[src/rtl/jsf_pkg.sv]
// ----------------------------------------------------------------------------
// jsf_pkg
// Shared types and constants for the JSON object stream framer.
// ----------------------------------------------------------------------------
package jsf_pkg;

  localparam int MAX_DEPTH = 255;
  localparam int DEPTH_W   = $clog2(MAX_DEPTH + 1);
  localparam int MODE_W    = 3;

  // scanner mode codes; the two spare codes behave as outside
  localparam logic [MODE_W-1:0] MODE_OUT   = 3'd0;
  localparam logic [MODE_W-1:0] MODE_OBJ   = 3'd1;
  localparam logic [MODE_W-1:0] MODE_DQ    = 3'd2;
  localparam logic [MODE_W-1:0] MODE_DQESC = 3'd3;
  localparam logic [MODE_W-1:0] MODE_SQ    = 3'd4;
  localparam logic [MODE_W-1:0] MODE_SQESC = 3'd5;

  localparam logic [7:0] CH_LBRACE    = 8'h7B;
  localparam logic [7:0] CH_RBRACE    = 8'h7D;
  localparam logic [7:0] CH_DQUOTE    = 8'h22;
  localparam logic [7:0] CH_SQUOTE    = 8'h27;
  localparam logic [7:0] CH_BACKSLASH = 8'h5C;

  typedef struct packed {
    logic [7:0] byte_in;
    logic       chunk_end;
  } jsf_in_t;

  typedef struct packed {
    logic [7:0] byte_out;
    logic       keep;
    logic       frame_first;
    logic       frame_last;
    logic       depth_overflow;
    logic       chunk_end_out;
  } jsf_out_t;

  typedef struct packed {
    logic [MODE_W-1:0]  mode;
    logic [DEPTH_W-1:0] depth;
  } jsf_state_t;

endpackage

[src/rtl/json_object_stream_framer.sv]
// ----------------------------------------------------------------------------
// json_object_stream_framer
// Marks top-level brace-balanced objects in a byte stream, one byte per clock while in_ready is high.
// ----------------------------------------------------------------------------
//  channel | ports                          | payload
//  --------+--------------------------------+---------------------------
//  input   | in_valid, in_ready, in_data    | jsf_in_t  (byte, chunk end)
//  result  | out_valid, out_ready, out_data | jsf_out_t (byte and marks)
//
//  One transfer in, one transfer out; a byte is accepted every clock while in_ready
//  is high, and its result is registered in the output register, or in the skid register while the output stalls.
//  The scanner update is one pass of jsf_scan between the state registers.
//  A stalled output parks one further result in a skid register; in_ready
//  drops only while that skid register is full.
//  rst_n (synchronous) returns the scanner to outside with depth 0.
// ----------------------------------------------------------------------------
module json_object_stream_framer import jsf_pkg::*; (
  input  logic     clk,
  input  logic     rst_n,
  input  logic     in_valid,
  output logic     in_ready,
  input  jsf_in_t  in_data,
  output logic     out_valid,
  input  logic     out_ready,
  output jsf_out_t out_data
);

  jsf_state_t state_r;
  jsf_state_t state_nxt;
  jsf_out_t   res;
  jsf_out_t   out_r;
  jsf_out_t   skid_r;
  logic       out_valid_r;
  logic       skid_valid_r;
  logic       in_fire;
  logic       out_free;

  jsf_scan u_scan (
    .cur (state_r),
    .din (in_data),
    .nxt (state_nxt),
    .res (res)
  );

  assign in_ready = !skid_valid_r;
  assign in_fire  = in_valid && in_ready;
  assign out_free = !out_valid_r || out_ready;

  always_ff @(posedge clk) begin
    if (!rst_n) begin
      state_r.mode  <= MODE_OUT;
      state_r.depth <= '0;
    end else if (in_fire) begin
      state_r <= state_nxt;
    end
  end

  always_ff @(posedge clk) begin
    if (!rst_n) begin
      out_valid_r  <= 1'b0;
      skid_valid_r <= 1'b0;
    end else if (out_free) begin
      if (skid_valid_r) begin
        out_valid_r  <= 1'b1;
        skid_valid_r <= 1'b0;
      end else begin
        out_valid_r <= in_fire;
      end
    end else if (in_fire) begin
      skid_valid_r <= 1'b1;
    end
  end

  always_ff @(posedge clk) begin
    if (out_free) begin
      if (skid_valid_r) begin
        out_r <= skid_r;
      end else if (in_fire) begin
        out_r <= res;
      end
    end else if (in_fire) begin
      skid_r <= res;
    end
  end

  assign out_valid = out_valid_r;
  assign out_data  = out_r;

endmodule

[src/rtl/jsf_scan.sv]
// ----------------------------------------------------------------------------
// jsf_scan
// Next-state and result logic of the brace-balancing scanner for one byte.
// ----------------------------------------------------------------------------
module jsf_scan import jsf_pkg::*; (
  input  jsf_state_t cur,
  input  jsf_in_t    din,
  output jsf_state_t nxt,
  output jsf_out_t   res
);

  logic [7:0] b;
  logic       keep;
  logic       first;
  logic       last;
  logic       ovf;

  assign b = din.byte_in;

  always_comb begin
    nxt   = cur;
    keep  = 1'b0;
    first = 1'b0;
    last  = 1'b0;
    ovf   = 1'b0;
    case (cur.mode)
      MODE_OBJ: begin
        keep = 1'b1;
        if (b == CH_LBRACE) begin
          if (cur.depth >= DEPTH_W'(MAX_DEPTH)) begin
            nxt.depth = DEPTH_W'(MAX_DEPTH);
            ovf       = 1'b1;
          end else begin
            nxt.depth = cur.depth + DEPTH_W'(1);
          end
        end else if (b == CH_RBRACE) begin
          if (cur.depth <= DEPTH_W'(1)) begin
            nxt.depth = '0;
            nxt.mode  = MODE_OUT;
            last      = 1'b1;
          end else begin
            nxt.depth = cur.depth - DEPTH_W'(1);
          end
        end else if (b == CH_DQUOTE) begin
          nxt.mode = MODE_DQ;
        end else if (b == CH_SQUOTE) begin
          nxt.mode = MODE_SQ;
        end
      end
      MODE_DQ: begin
        keep = 1'b1;
        if (b == CH_BACKSLASH) begin
          nxt.mode = MODE_DQESC;
        end else if (b == CH_DQUOTE) begin
          nxt.mode = MODE_OBJ;
        end
      end
      MODE_DQESC: begin
        keep     = 1'b1;
        nxt.mode = MODE_DQ;
      end
      MODE_SQ: begin
        keep = 1'b1;
        if (b == CH_BACKSLASH) begin
          nxt.mode = MODE_SQESC;
        end else if (b == CH_SQUOTE) begin
          nxt.mode = MODE_OBJ;
        end
      end
      MODE_SQESC: begin
        keep     = 1'b1;
        nxt.mode = MODE_SQ;
      end
      default: begin
        // outside an object: only an opening brace starts a frame
        nxt.mode  = MODE_OUT;
        nxt.depth = '0;
        if (b == CH_LBRACE) begin
          keep      = 1'b1;
          first     = 1'b1;
          nxt.depth = DEPTH_W'(1);
          nxt.mode  = MODE_OBJ;
        end
      end
    endcase
  end

  assign res.byte_out       = b;
  assign res.keep           = keep;
  assign res.frame_first    = first;
  assign res.frame_last     = last;
  assign res.depth_overflow = ovf;
  assign res.chunk_end_out  = din.chunk_end;

endmodule

[config.mk]
export PLATFORM = sky130hd
export DESIGN_NAME = json_object_stream_framer
export DESIGN_NICKNAME = d
export VERILOG_FILES = /design/src/rtl/jsf_pkg.sv /design/src/rtl/json_object_stream_framer.sv /design/src/rtl/jsf_scan.sv
export SDC_FILE = /design/constraint.sdc
export NUM_CORES = 1
export LEC_CHECK = 0
export ABC_CLOCK_PERIOD_IN_PS = 4050
export BUFFER_PORTS_ARGS = -buffer_cell sky130_fd_sc_hd__buf_2
export CAP_MARGIN = 20
export CORE_MARGIN = 1.5
export CORE_UTILIZATION = 45
export CTS_CLUSTER_SIZE = 16
export DETAILED_ROUTE_END_ITERATION = 10
export GPL_ROUTABILITY_DRIVEN = 0
export GPL_TIMING_DRIVEN = 0
export HOLD_SLACK_MARGIN = 0.03
export PLACE_DENSITY = 0.61
export REMOVE_ABC_BUFFERS = 1
export SETUP_SLACK_MARGIN = 0.15
export SKIP_CTS_REPAIR_TIMING = 1
export SLEW_MARGIN = 20
export SYNTH_ARGS = -nofsm -noshare
export SYNTH_HDL_FRONTEND = slang
export SYNTH_SLANG_ARGS = --single-unit
[constraint.sdc]
create_clock -name clk -period 4.05 [get_ports clk]
set_input_delay 0.6075 -clock clk [delete_from_list [all_inputs] [get_ports clk]]
set_output_delay 0.6075 -clock clk [all_outputs]
set_load 0.01 [all_outputs]
; Word level (Yosys, flattened, before mapping)
; Index checks and enable logic that the tools add are counted.
[classes]
order_cmp = 2
n_mux = 29
eq_ne = 16
reduce_logical = 12
addsub = 2
n_bitwise = 3
[ops]
columns = op, count
row1 = $mux W8, 4
row2 = $mux W3, 9
row3 = $mux W13, 2
row4 = $eq A8 B7 Y1 const B, 3
row5 = $eq A8 B6 Y1 const B, 2
row6 = $pmux W8 S2, 1
row7 = $pmux W3 S5, 1
row8 = $mux W1, 11
row9 = $mux W9, 1
row10 = $ne A3 B1 Y1 const B, 3
row11 = $add A8 B1 Y8 const B, 1
row12 = $ge A8 B8 Y1 const B, 1
row13 = $le A8 B1 Y1 const B, 1
row14 = $sub A8 B1 Y8 const B, 1
row15 = $eq A3 B2 Y1 const B, 2
row16 = $eq A3 B3 Y1 const B, 2
row17 = $reduce_and A6 Y1, 1
row18 = $reduce_or A5 Y1, 1
row19 = $ne A4 B1 Y1 const B, 1
row20 = $reduce_and A2 Y1, 2
row21 = $reduce_or A4 Y1, 1
row22 = $eq A3 B1 Y1 const B, 1
row23 = $ne A3 B3 Y1 const B, 1
row24 = $not A1 Y1, 3
row25 = 7 further kinds, 8
[word_totals]
input_bits = 13
register_bits = 39
out_inout_bits = 15

; Depth between registers and ports, before layout
[depth]
word_depth = 7
ltp_mapped = 7
depth_no_buf = 7

; Cells and area by module
; A second synthesis with hierarchy kept.
[unflattened]
hier_cells = 250
area_unflattened_um2 = 2556.2
[by_module_without_submodules]
columns = module, cells_per_inst, seq_area_each_um2, instances, area_per_inst_um2
row1 = json_object_stream_framer, 98, 1041.0, 1, 1529.0
row2 = jsf_scan, 152, 0.0, 1, 1027.2

; Least setup slack after synthesis
; No wires, ideal clock.
[synth_path]
path_kind = input port to flip-flop
startpoint = input in_data[8] (netlist name)
endpoint = register state_r[8] (netlist name)
arrival_time_ns = 1.809
slack_ns = 2.120
stages = 6
n_path_buf = 1
path_cell_list = and4b_1 -> buf_4 -> nand3_1 -> o31a_2 -> o21ai_2 -> mux2_4
[synth_between]
elab_chain_len = 5
word_cells_on_any_way = 18
classes_between = eq/ne: 10 / mux: 7 / reduce/logical: 1
[synth_lines]
columns = element, line_no
row1 = from (decl), json_object_stream_framer.sv:22  ; input jsf_in_t in_data,
row2 = $eq A8 B6 Y1, "jsf_scan.sv:44, jsf_scan.sv:54"
row3 = $mux W3, jsf_scan.sv:44  ; end else if (b == CH_DQUOTE) begin
row4 = $mux W3, jsf_scan.sv:36  ; end else if (b == CH_RBRACE) begin
row5 = $mux W3, jsf_scan.sv:29  ; if (b == CH_LBRACE) begin
row6 = $pmux W3 S5, jsf_scan.sv:26  ; case (cur.mode)
row7 = to (signal assigned), json_object_stream_framer.sv:54  ; state_r <= state_nxt;
row8 = to (decl), json_object_stream_framer.sv:28  ; jsf_state_t state_r;
; Parallel ways exist; a longest one is shown, timed or not. The select of a mux whose other input is x is not followed.
; A chain may end at the register's enable or synchronous reset.

; Final worst setup path
[layout_path]
startpoint = input in_data[8] (netlist name)
endpoint = register state_r[7] (netlist name)
[layout_between]
elab_chain_len = 3
word_cells_on_any_way = 6
classes_between = eq/ne: 3 / mux: 2 / reduce/logical: 1
[layout_lines]
columns = element, line_no
row1 = $eq A8 B7 Y1 (on tied branches), "jsf_scan.sv:36, jsf_scan.sv:29"
row2 = $ne A3 B1 Y1 (no line) or $mux W8 (tied branches), -
row3 = $reduce_and A3 Y1 (no line) or $pmux W8 S2 (tied branches), -
; Parallel ways exist; a longest one is shown, timed or not.

==> summary.txt <==
Outcome
  – Status: completed

Timing
  – Worst-Margin Slew: 0.691 ns
  – Worst Skew: between 0.004 and 0.005 ns
  – Final period util: 52.5%
  – Final setup viols: 0
  – F_max: 470 MHz
  – Final hold viol count: 0
  – Slew headroom: 53.9%
  – Final worst setup slack: 1.92 ns
  – Period minus WS final: 2.13 ns
  – RSZ-0062 raised after global routing: no
  – Slew Limit Fails: 0
  – Setup TNS: 0 ns

Floorplanning
  – Die Height: ~73 um
  – Die Area: 0.00533 mm^2
  – Width of the die: between 70 and 80 um
  – Rows: 25
  – Top-level I/O count: 28
  – Core area: around 0.0047 mm^2
  – Initial cell density of the core: a little under half

Synthesis
  – Synthesized instance count: 210
  – Seq cells post-synth: 39
  – Synthesis warning total: 0
  – Syn Area/Cell: 10.5 um^2
  – Sequential area share after synthesis: 47.2%
  – Library cells used by synthesis: 56
  – Ys async rst share: 0%
  – Post-synth EDFFs: 26
  – Ys flop type: edfxtp_1
  – Post-Syn Area: between 0.002 and 0.0025 mm^2

Setup path
  – Crit start category: input pin
  – R2R Setup Slk: 1.93 ns
  – Req. time, crit path: 4.21 ns
  – Worst Setup Path Type: in -> reg
  – Nature of the critical path endpoint: register
  – Reg-to-Reg End: state_r[8]
  – Worst-path fanout max: 14
  – Crit path DAT: around 2.3 ns
  – Worst Reg-to-Reg Cells: 7
  – Worst r2r src: state_r[0]

CTS
  – CTS tree: built
  – Root buf cell: clkbuf_8
  – # clock sinks: 39
  – Worst-Skew Late Latency: about 0.29 ns
  – Max clock buf depth: 2
  – TritonCTS buffer count: 5
  – H-tree depth: 2
  – Reg clk slew, reported paths: around 0.080 ns

Global routing
  – Vias in the first global route: 1555
  – Total GRT Usage: 18.9%
  – Pin count of the biggest net entering global routing: 16
  – Congestion Overflow GR: 0
  – First-pass GRT wire length: between 7000 and 8000 um
  – Initial antenna violation count: 0

Place
  – Pre-CTS setup slack: 1.63 ns
  – Port bufs: 27
  – HPWL after DPL: 3350 um

Detailed routing
  – DRT iter0 DRCs: around 160
  – DRC violations left: 0
  – ANT nets after route: 0
  – Drt total wl: 4660 um
  – DR vias: 1697
  – Number of iterations in the first detailed-routing pass: 4
  – Via/cell ratio: 5.66
  – Routed len/inst: 15.5 um

Final layout
  – Nets: 248
  – Fillers: 427
  – Antenna cells: 0
  – Synth-to-Final Area Change: 11.2%
  – Share of layout cells above drive strength 1: 25.3%

Run
  – Max-capacitance violation count: 0

Min path
  – HP Class: in -> reg
  – Worst Hold Path EP: skid_r[0]
  – Hold path start: in_data[0]
  – Hold Crit Depth: 1

Pwr
  – Peak VDD IR: approximately 0.13 mV
  – Pwr/cell area: 316 mW/mm^2
  – P_leak: 0.840 nW
[where the power goes]
part           total [W]  internal, W  switching (W)
clock           0.000253     0.000117       0.000136
combinational  0.0000756    0.0000315      0.0000441
sequential      0.000446     0.000439     0.00000684
[flip-flops by register name, summed over array words and instances (netlist names)]
signal,flops
out_data,13
state_r,11
skid_valid_r,1
skid_r,13
out_valid,1
[area by class of cell]
type / instances / area [um^2] / share of cell area (%)
inverters: 9 / 33.8 / 1.38
clock buffers: 5 / 68.8 / 2.81
flip-flops and latches: 39 / 1040 / 42.5
multi-input cells: 150 / 1070 / 43.8
well taps: 67 / 83.8 / 3.42
clock inverters: 3 / 15.0 / 0.613
repair buffers: 27 / 135 / 5.52
[how the worst max path moves through the flow]
stage	start	endpoint	slack [ns]
final	in_data[8]	state_r[7]	1.92
after global routing	in_data[8]	state_r[4]	1.68
after CTS	skid_valid_r	skid_r[5]	1.92
after detailed placement	in_data[8]	state_r[7]	1.63
after global placement	in_data[8]	state_r[7]	1.60
after floorplan	in_data[8]	state_r[7]	2.07
[cell usage after synthesis (4+ instances only)]
library cell	n	area (um^2)
mux2_2	14	158
inv_1	8	30.0
nor3_1	7	35.0
a31oi_1	4	25.0
dfxtp_1	13	260
nor4_1	4	25.0
nand3_1	11	55.1
nor2_1	12	45.0
clkbuf_1	5	18.8
nand2b_1	4	25.0
o21ai_0	8	40.0
edfxtp_1	26	781
nand4_1	5	31.3
buf_2	5	25.0
nand2_1	15	56.3
a21oi_1	9	45.0
[cells in the final DEF (no fill, tap or decap), drive strengths merged, types with 3 or more instances in the layout]
cell type / instances
nand2b: 4
a31oi: 4
nand2: 15
and2: 3
nand3: 12
inv: 8
nand4: 5
nor2b: 3
dfxtp: 13
edfxtp: 26
o21ai: 10
a211oi: 3
clkbuf: 5
o21a: 3
nor4: 4
buf: 27
nor3: 8
ha: 3
clkinv: 3
nand4b: 3
a311oi: 3
a21oi: 9
nor2: 12
mux2: 15
[per-layer routing]
metal | up-vias | share of wire (%) | track usage (%)
met2 | 38 | 43 | 27.1
met1 | 803 | 51 | 27.0
li1 | 850 | - | -
met5 | - | 0 | 0
met4 | 0 | 1.4 | 8.39
met3 | 6 | 3.8 | 4.56
[stage by stage]
stage	total power [W]	cells	hold WS, ns	instance area, um^2	util, %
6_report	0.000775	300	0.502	2450	51.9
5_1_grt	0.000801	300	0.504	2450	51.9
3_3_place_gp	0.000530	292	0.508	2360	50.0
2_1_floorplan	0.000500	198	0.487	2140	-
4_1_cts	0.000782	300	0.502	2450	51.8
3_5_place_dp	0.000531	292	0.516	2360	50.0
[kinds of logic (layout without fill, tap and decap cells)]
kind of cell	Yosys count	count (layout)	share of synthesized area, %
DFF	39	39	47.2
and+or+nand+nor	80	80	21.4
AOI/OAI and AO/OA	49	49	16.5
adders and majority gates	3	3	1.70
xor gates and xnor gates	3	3	1.19
buffers and inverters	21	44	4.20
muxes	15	15	7.84
[critical path, cell delays in order]
cell and delay [ns]:
buf_2 0.12, and4b_1 0.40, nand3_1 0.46, o31a_1 0.44
o221ai_1 0.15, o21ai_0 0.11
No activity file was read; power rests on OpenSTA's default activity.
